`src/rtl/brle_pkg.sv`:
```
// Package for the bit run-length encoder.
// Sizes, beat structs and scan / saturating-count helpers.
// No dependencies.
package brle_pkg;

   localparam int WORD_BITS     = 32;
   localparam int COUNT_BITS    = 32;
   localparam int DATA_BITS     = 32;
   localparam int LEN_BITS      = 32;
   localparam int LANE_BITS     = 8;
   localparam int LANES         = (WORD_BITS + LANE_BITS - 1) / LANE_BITS;
   localparam int PAD_BITS      = LANES * LANE_BITS;
   localparam int OFS_BITS      = $clog2(LANE_BITS);
   localparam int LANE_SEL_BITS = (LANES > 1) ? $clog2(LANES) : 1;
   localparam int IDX_BITS      = $clog2(PAD_BITS);
   localparam int POS_BITS      = $clog2(WORD_BITS + 1);

   localparam logic [COUNT_BITS-1:0] COUNT_MAX = {COUNT_BITS{1'b1}};

   typedef struct packed {
      logic                hit;
      logic [OFS_BITS-1:0] ofs;
   } lane_hit_type;

   typedef struct packed {
      logic [PAD_BITS-1:0] pending;
      logic                final_word;
   } word_load_type;

   typedef struct packed {
      logic [LEN_BITS-1:0] run_length;
      logic                run_value;
      logic                last_run;
   } run_beat_type;

   // scan order: index 0 is the word's top scanned bit
   function automatic logic [PAD_BITS-1:0] scan_seq(input logic [DATA_BITS-1:0] word);
      logic [PAD_BITS-1:0] seq;
      int                  src;
      seq = '0;
      for (int k = 0; k < WORD_BITS; k++) begin
         src = WORD_BITS - 1 - k;
         if (src < DATA_BITS) begin
            seq[k] = word[src];
         end
      end
      return seq;
   endfunction

   function automatic logic [COUNT_BITS-1:0] sat_add(input logic [COUNT_BITS-1:0] base,
                                                     input logic [POS_BITS-1:0]   delta);
      logic [COUNT_BITS:0] sum;
      sum = (COUNT_BITS + 1)'(base) + (COUNT_BITS + 1)'(delta);
      if (sum[COUNT_BITS]) begin
         return COUNT_MAX;
      end
      return sum[COUNT_BITS-1:0];
   endfunction

   function automatic logic [LEN_BITS-1:0] len_field(input logic [COUNT_BITS-1:0] cnt);
      logic [127:0] wide;
      wide = 128'(cnt);
      return wide[LEN_BITS-1:0];
   endfunction

endpackage

```
`src/rtl/brle_lane.sv`:
```
// One search lane: finds the first pending bit change among its positions.
// Depends on brle_pkg.
module brle_lane (
   input  logic [brle_pkg::LANE_BITS-1:0] lane_bits,
   output brle_pkg::lane_hit_type         hit
);
   import brle_pkg::*;

   always_comb begin
      hit = '0;
      for (int i = LANE_BITS - 1; i >= 0; i--) begin
         if (lane_bits[i]) begin
            hit.hit = 1'b1;
            hit.ofs = OFS_BITS'(i);
         end
      end
   end

endmodule

```
`src/rtl/brle_serializer.sv`:
```
// Word slot, lane bank and merge: turns a word's bit changes into run beats,
// one per cycle into an output register while it is free. Depends on brle_pkg, brle_lane.
module brle_serializer (
   input  logic                    clock,
   input  logic                    reset,
   input  logic                    load_valid,
   input  brle_pkg::word_load_type load,
   output logic                    load_ready,
   output logic                    out_valid,
   input  logic                    out_ready,
   output brle_pkg::run_beat_type  out_beat
);
   import brle_pkg::*;

   logic                  busy_ff, busy_in;
   logic [PAD_BITS-1:0]   pending_ff, pending_in;
   logic                  final_ff, final_in;
   logic [COUNT_BITS-1:0] base_ff, base_in;
   logic [POS_BITS-1:0]   pos_ff, pos_in;
   logic                  val_ff, val_in;
   logic                  out_valid_ff, out_valid_in;
   run_beat_type          out_beat_ff, out_beat_in;

   lane_hit_type                    hits [LANES];
   logic                            any_hit;
   logic [LANE_SEL_BITS-1:0]        lane_sel;
   logic [OFS_BITS-1:0]             ofs;
   logic [LANE_SEL_BITS+OFS_BITS-1:0] k_full;
   logic [IDX_BITS-1:0]             k;
   logic                            out_free;
   logic                            emit;
   logic                            done;
   run_beat_type                    beat;
   logic [COUNT_BITS-1:0]           end_len;

   for (genvar l = 0; l < LANES; l++) begin : g_lane
      brle_lane u_lane (
         .lane_bits (pending_ff[l*LANE_BITS +: LANE_BITS]),
         .hit       (hits[l])
      );
   end

   // merge: lowest lane with a hit is first in scan order
   always_comb begin
      any_hit  = 1'b0;
      lane_sel = '0;
      ofs      = '0;
      for (int l = LANES - 1; l >= 0; l--) begin
         if (hits[l].hit) begin
            any_hit  = 1'b1;
            lane_sel = LANE_SEL_BITS'(l);
            ofs      = hits[l].ofs;
         end
      end
   end

   assign k_full   = {lane_sel, ofs};
   assign k        = k_full[IDX_BITS-1:0];
   assign out_free = !out_valid_ff || out_ready;
   assign end_len  = sat_add(base_ff, POS_BITS'(WORD_BITS) - pos_ff);

   always_comb begin
      busy_in    = busy_ff;
      pending_in = pending_ff;
      final_in   = final_ff;
      base_in    = base_ff;
      pos_in     = pos_ff;
      val_in     = val_ff;
      emit       = 1'b0;
      done       = 1'b0;
      beat       = out_beat_ff;
      if (busy_ff) begin
         if (any_hit) begin
            if (out_free) begin
               emit            = 1'b1;
               beat.run_length = len_field(sat_add(base_ff, POS_BITS'(k) - pos_ff));
               beat.run_value  = val_ff;
               beat.last_run   = 1'b0;
               pending_in[k]   = 1'b0;
               base_in         = '0;
               pos_in          = POS_BITS'(k);
               val_in          = !val_ff;
            end
         end else if (final_ff) begin
            if (out_free) begin
               emit            = 1'b1;
               beat.run_length = len_field(end_len);
               beat.run_value  = val_ff;
               beat.last_run   = 1'b1;
               base_in         = '0;
               pos_in          = '0;
               val_in          = 1'b0;
               done            = 1'b1;
            end
         end else begin
            base_in = end_len;
            pos_in  = '0;
            done    = 1'b1;
         end
      end
      load_ready = !busy_ff || done;
      if (load_valid && load_ready) begin
         busy_in    = 1'b1;
         pending_in = load.pending;
         final_in   = load.final_word;
         pos_in     = '0;
      end else if (done) begin
         busy_in = 1'b0;
      end
   end

   always_comb begin
      out_valid_in = out_valid_ff;
      out_beat_in  = out_beat_ff;
      if (emit) begin
         out_valid_in = 1'b1;
         out_beat_in  = beat;
      end else if (out_ready) begin
         out_valid_in = 1'b0;
      end
   end

   always_ff @(posedge clock) begin
      if (reset) begin
         busy_ff      <= 1'b0;
         base_ff      <= '0;
         pos_ff       <= '0;
         val_ff       <= 1'b0;
         out_valid_ff <= 1'b0;
      end else begin
         busy_ff      <= busy_in;
         base_ff      <= base_in;
         pos_ff       <= pos_in;
         val_ff       <= val_in;
         out_valid_ff <= out_valid_in;
      end
   end

   always_ff @(posedge clock) begin
      pending_ff  <= pending_in;
      final_ff    <= final_in;
      out_beat_ff <= out_beat_in;
   end

   assign out_valid = out_valid_ff;
   assign out_beat  = out_beat_ff;

endmodule

```
`src/rtl/bit_run_length_encoder.sv`:
```
// Bit run-length encoder, top level: bit-change detection on accept and
// the run serializer. Depends on brle_pkg, brle_serializer.
//
//   channel | ports | fields
//   input   | req_* | tdata: word, tlast: final_req
//   result  | rsp_* | tdata: run_length, tuser: run_value, tlast: last_run
//
// A word emits one run per bit change and is then closed (the closing step
// also emits the last run on a final word).
// The serializer emits one run per cycle while the result is not stalled; the
// lane search over the pending bit changes of the held word sets that figure.
// Reset is synchronous and returns to run value zero, count zero.
// A stalled result holds in the output register; the next word is taken
// in the cycle the held word closes.
module bit_run_length_encoder (
   input  logic                           clock,
   input  logic                           reset,
   input  logic                           req_tvalid,
   output logic                           req_tready,
   input  logic [brle_pkg::DATA_BITS-1:0] req_tdata,   // [31:0] word
   input  logic                           req_tlast,
   output logic                           rsp_tvalid,
   input  logic                           rsp_tready,
   output logic [brle_pkg::LEN_BITS-1:0]  rsp_tdata,   // [31:0] run_length
   output logic                           rsp_tuser,   // [0] run_value
   output logic                           rsp_tlast
);
   import brle_pkg::*;

   logic                cur_ff, cur_in;
   logic [PAD_BITS-1:0] seq;
   logic [PAD_BITS-1:0] changes;
   logic                prev;
   logic                accept;
   word_load_type       load;
   run_beat_type        beat;

   assign seq    = scan_seq(req_tdata);
   assign accept = req_tvalid && req_tready;

   always_comb begin
      prev = cur_ff;
      for (int i = 0; i < PAD_BITS; i++) begin
         changes[i] = (i < WORD_BITS) && (seq[i] != prev);
         prev       = seq[i];
      end
   end

   assign load.pending    = changes;
   assign load.final_word = req_tlast;

   always_comb begin
      cur_in = cur_ff;
      if (accept) begin
         cur_in = req_tlast ? 1'b0 : seq[WORD_BITS-1];
      end
   end

   always_ff @(posedge clock) begin
      if (reset) begin
         cur_ff <= 1'b0;
      end else begin
         cur_ff <= cur_in;
      end
   end

   brle_serializer u_serializer (
      .clock      (clock),
      .reset      (reset),
      .load_valid (req_tvalid),
      .load       (load),
      .load_ready (req_tready),
      .out_valid  (rsp_tvalid),
      .out_ready  (rsp_tready),
      .out_beat   (beat)
   );

   assign rsp_tdata = beat.run_length;
   assign rsp_tuser = beat.run_value;
   assign rsp_tlast = beat.last_run;

endmodule

```
`config.mk`:
```
export PLATFORM = sky130hd
export DESIGN_NAME = bit_run_length_encoder
export DESIGN_NICKNAME = d
export VERILOG_FILES = /design/src/rtl/brle_pkg.sv /design/src/rtl/brle_lane.sv /design/src/rtl/brle_serializer.sv /design/src/rtl/bit_run_length_encoder.sv
export SDC_FILE = /design/constraint.sdc
export NUM_CORES = 1
export LEC_CHECK = 0
export BUFFER_PORTS_ARGS = -buffer_cell sky130_fd_sc_hd__buf_2
export CAP_MARGIN = 20
export CORE_MARGIN = 1
export CORE_UTILIZATION = 51
export DETAILED_ROUTE_END_ITERATION = 12
export PLACE_DENSITY_LB_ADDON = 0.15
export SLEW_MARGIN = 20
export SYNTH_ARGS = -nofsm -noshare
export SYNTH_HDL_FRONTEND = slang
export SYNTH_HIERARCHICAL = 1
export SYNTH_SLANG_ARGS = --single-unit
```
`constraint.sdc`:
```
create_clock -name clock -period 12.5 [get_ports clock]
set_input_delay 0.625 -clock clock [delete_from_list [all_inputs] [get_ports clock]]
set_output_delay 0.625 -clock clock [all_outputs]
set_load 0.02 [all_outputs]
```
# Yosys cells after proc, flatten, opt, wreduce, memory -nomap -nowiden
# Index checks and enable logic that the tools add are counted.
# Widths: inputs -> output; s select.
# op_classes
n_mux,86
eq_ne,34
n_reduce_logical,18
n_bitwise,2
addsub,4
order_cmp,2
# op_table
op,n
$mux 32,11
$mux 34,4
$mux 4,32
$add 32x6->33,2
$and 32x32->32,1
$ne 1x1->1,32
$not 32->32,1
$mux 1,26
$mux 6,4
$mux 3,4
$reduce_bool 2->1,6
$mux 2,4
$lt 5x6->1 const B,1
$reduce_and 3->1,2
$sub 5x6->6,1
$sub 6x6->6 const A,1
$demux 1 s5,1
$ge 5x1->1 const B,1
$reduce_and 5->1,1
$ne 2x2->1 const B,2
$reduce_and 4->1,1
$logic_not 1->1,3
$logic_and 1x1->1,2
$logic_or 1x1->1,2
$reduce_or 2->1,1
# totals
in_bits,37
elab_cells,157
out_inout_bits,36
ff_bits,109

# Logic depth before layout (Yosys ltp)
# logic_depth
ltp_word,22
depth_mapped,21
ltp_nobuf,20

# Cells and area by module
# The synthesis kept the hierarchy.
# modules_own_cells
module,cells_each,area_each_um2,instances
brle_serializer,725,6571.3,1
brle_lane,14,82.6,4
bit_run_length_encoder,36,327.8,1

# Worst setup path after synthesis
# Ideal clock, no wire load.
# synth_path
path_kind,flip-flop to flip-flop
from,register u_serializer.pending_ff[22]
to,"register u_serializer.out_beat_ff (netlist bit u_serializer/out_beat[15]), data pin"
path_slack_ns,8.050
setup_time_ns,0.266
stages_incl_launch_ff,19
arrival_ns,4.184
n_path_buf,2
required_ns,12.234
path_cell_list,edfxtp_1 nor4_2 nand3_1 clkbuf_1 nand3b_1 a311oi_1 a21o_1 inv_1 ha_1 fa_1 inv_1 fa_1 a211oi_1 o21ai_0 and3_1 a21oi_1 clkbuf_1 o2bb2ai_1 mux2i_1
# synth_rtl
element,line_no,text
"start, declared",brle_serializer.sv:16,"logic [PAD_BITS-1:0] pending_ff, pending_in;"
"start signal, assigned",brle_serializer.sv:140,pending_ff <= pending_in;
"end signal, assigned",brle_serializer.sv:142,out_beat_ff <= out_beat_in;
"end, declared",brle_serializer.sv:22,"run_beat_type out_beat_ff, out_beat_in;"

==> reports/qor.txt <==
clock network fraction of total power: 0.359
warning count from the yosys run: 6
clock tree buffer depth: 2
drt total wl: 19.0 mm
gr ovfl total: 0
critical path type: flop to flop
worst path arrival time: 5.20 ns
reg-to-reg endpoint: u_serializer/out_beat[29]$_DFFE_PP_
Final Skew: 0.00670 ns
Tcrit/Tclk final: 0.407
vias in the first global route: 5877
CTS tree: built
Worst setup endpoint: u_serializer/out_beat[29]$_DFFE_PP_
Post-Syn Instances: 817
global-route wire length before repair: 30.3 mm
hold buffer count at cts: 0
top cell type's share of synthesized area: 0.278
R2R cell count: 18
gpl congestion: 0.967
Distinct cells, synth: 73
main area contributors after synthesis: edfxtp_1, dfxtp_1, o21ai_0
register area share after synthesis: 0.392
Hold Path Class: input pin to flop
Tmin final: 5.09 ns
Pint: 663 µW
commonest cells after routing, fill and taps aside: nand2_1, o21ai_0, buf_2
Initial Util: 0.521
Die Wd: 121 µm
endpoints failing hold: 0
Reg power frac: 0.469
Relative slew margins: 0.317
CP endpoint kind: flop
total clock sinks: 108
net count reported at finish: 913
IO Pins: 73
port bufs: 72
Worst R2R Start: u_serializer/pending_ff[22]$_DFFE_PP_
Final setup viols: 0
synthesis-to-finish area growth: 9.97%
GRT Total Usage: 0.265
crit path from: u_serializer/pending_ff[22]$_DFFE_PP_
design area: 7950 µm²
hold path cells: 1
die height: 121 µm
dominant cell type by area after synthesis: edfxtp_1
syn_nets: 875
die area: 14700 µm²
vias: 6450
Root Driver: clkbuf_16
Gate power share: 0.171
r2r setup slk: 7.41 ns
Core ar.: 13900 µm²
pwr/cell area: 114 nW/µm²
Initial DRC Count: 788
post_cts resized: 0
total power draw: 910 µW
Via-to-Cell Ratio: 6.20
Async SR Flop Fraction: 0
largest net degree at the start of global routing: 71
crit path max-delay cell type: nor3_1
postcts setup bufs: 0
First-pass DRT Iterations: 5
placed inst area: 7600 µm²
total negative setup slack: 0 ns
Core Rows: 43
Sw Ratio: 0.272
wire per inst: 18.3 µm
antenna violations before repair: 0
Pleak: 2.98 nW
Synth Register Bits: 108
most common cell after layout, fill and taps aside: nand2_1
max-slew violation count: 0
Post-DRT Antenna Nets: 0
VDD IR max: 0.0605 mV
H-Tree Depth: 3
worst-margin pin slew: 1.02 ns
Startpoint Class: flop
Achievable Freq: 0.197 GHz
placed wire-length estimate: 13.7 mm
EDFF count, synth: 67
Skew-Pair Late Insertion Delay: 0.36 ns
critical path cell sequence: nor4_2 -> nand3_1 -> nand3b_1 -> a311oi_1 -> a21o_1 -> inv_1 -> ha_1 -> fa_1 -> inv_1 -> a21o_1 -> a21oi_1 -> xnor2_1 -> ha_1 -> o21a_1 -> o21ai_0 -> nor3_1 -> a22oi_1 -> o22a_1
CP peak stage delay: 0.78 ns
n_diodes: 0
status: finished clean
Post-route DRC: 0
P_sw: 247 µW
layout cells sized above 1: 0.149
Max FO, Critical Path: 12
syn avg cell area: 8.85 µm²
RSZ-0062 raised after global routing: false
total clock buffers created by CTS: 9
Worst-path clk slew: 0.07 ns
Post-synth top flop: edfxtp_1
MaxCap Viol Count: 0
Worst EP required: 12.61 ns
Syn Std Cell Area: 7230 µm²
area by class of cell:
class | instances | area, µm²
clock buffer | 14 | 318
timing repair buffer | 77 | 398
clock inverter | 2 | 33.8
fill | 1234 | 5930
inverter | 24 | 90.1
tap | 180 | 225
multi-input combinational | 635 | 4050
sequential | 108 | 2830
cells in the mapped netlist, types with 5 or more instances:
cell type  instances
nand2_1          100
ha_1              18
clkbuf_1          12
nand3b_1           6
edfxtp_1          67
a31oi_1            8
a21o_1             9
inv_1             24
o22ai_1            5
a21oi_1           57
buf_2             26
mux2i_1           16
nor2_1            51
clkbuf_2           6
and2_1             7
nand4_1           10
nand2b_1           6
and3_1             5
xor2_1            41
o21ai_0           95
a211oi_1          20
nor2b_1           11
nor3_1            22
a22oi_1           17
nand3_1           22
xnor2_1           11
dfxtp_1           41
state kept, by name (all words and copies together) (netlist names):
signal,flops
u_serializer/pos_ff,5
u_serializer/val_ff,1
u_serializer/out_valid,1
u_serializer/final_ff,1
u_serializer/base_ff,32
u_serializer/out_beat,34
u_serializer/busy_ff,1
cur_ff,1
u_serializer/pending_ff,32
cells by family (layout without fill, tap and decap cells):
logic type / after synthesis / count (layout) / synth area share
buffers and inverters: 74 / 117 / 0.0492
AOI/OAI and AO/OA: 268 / 268 / 0.234
DFF: 108 / 108 / 0.392
muxes: 20 / 20 / 0.0284
adders and majority gates: 21 / 21 / 0.0395
and+or+nand+nor: 274 / 274 / 0.194
xor gates and xnor gates: 52 / 52 / 0.0630
through the flow:
step	std cells	setup slack, ns	hold WS (ns)	util
after floorplan	817	8.05	0.432	-
after global placement	1024	7.67	0.448	0.547
after detailed placement	1024	7.48	0.452	0.547
after CTS	1040	7.45	0.448	0.573
after global routing	1040	7.05	0.454	0.573
final	1040	7.41	0.456	0.573
per-layer routing:
| layer | global-route usage | vias to the layer above | share of wire |
|---|---|---|---|
| met4 | 0.117 | 0 | 0.024 |
| met5 | 0 | - | 0 |
| li1 | - | 3098 | - |
| met2 | 0.391 | 291 | 0.44 |
| met1 | 0.377 | 3023 | 0.46 |
| met3 | 0.0498 | 38 | 0.079 |
critical path: cells and delay by family, from the launching register on:
family / cells / cell delay (ns)
AO/OA/AOI/OAI: 8 / 1.43
adder cells (fa/ha/maj): 3 / 0.97
AND/OR/NAND/NOR: 4 / 1.72
flip-flops: 1 / 0.43
XOR/XNOR: 1 / 0.13
buffers and inverters: 2 / 0.16
how the worst min path moves through the flow:
| stage | end | slack (ns) | from |
|---|---|---|---|
| floorplan | u_serializer/out_beat[1]$_DFFE_PP_ | 0.43 | u_serializer/val_ff$_SDFFE_PP0P_ |
| global placement | u_serializer/out_beat[1]$_DFFE_PP_ | 0.45 | u_serializer/val_ff$_SDFFE_PP0P_ |
| detailed placement | u_serializer/out_beat[1]$_DFFE_PP_ | 0.45 | u_serializer/val_ff$_SDFFE_PP0P_ |
| CTS | u_serializer/final_ff$_DFFE_PP_ | 0.45 | req_tlast |
| global route | u_serializer/final_ff$_DFFE_PP_ | 0.45 | req_tlast |
| finish | u_serializer/final_ff$_DFFE_PP_ | 0.46 | req_tlast |
power groups by stage:
stage / registers, mW / clock network [mW] / logic [mW]
finish: 0.427 / 0.327 / 0.156
global route: 0.431 / 0.344 / 0.175
CTS: 0.427 / 0.333 / 0.156
detailed placement: 0.435 / 0 / 0.155
global placement: 0.434 / 0 / 0.151
floorplan: 0.439 / 0 / 0.0997
Power figures use the tool's default switching activity.
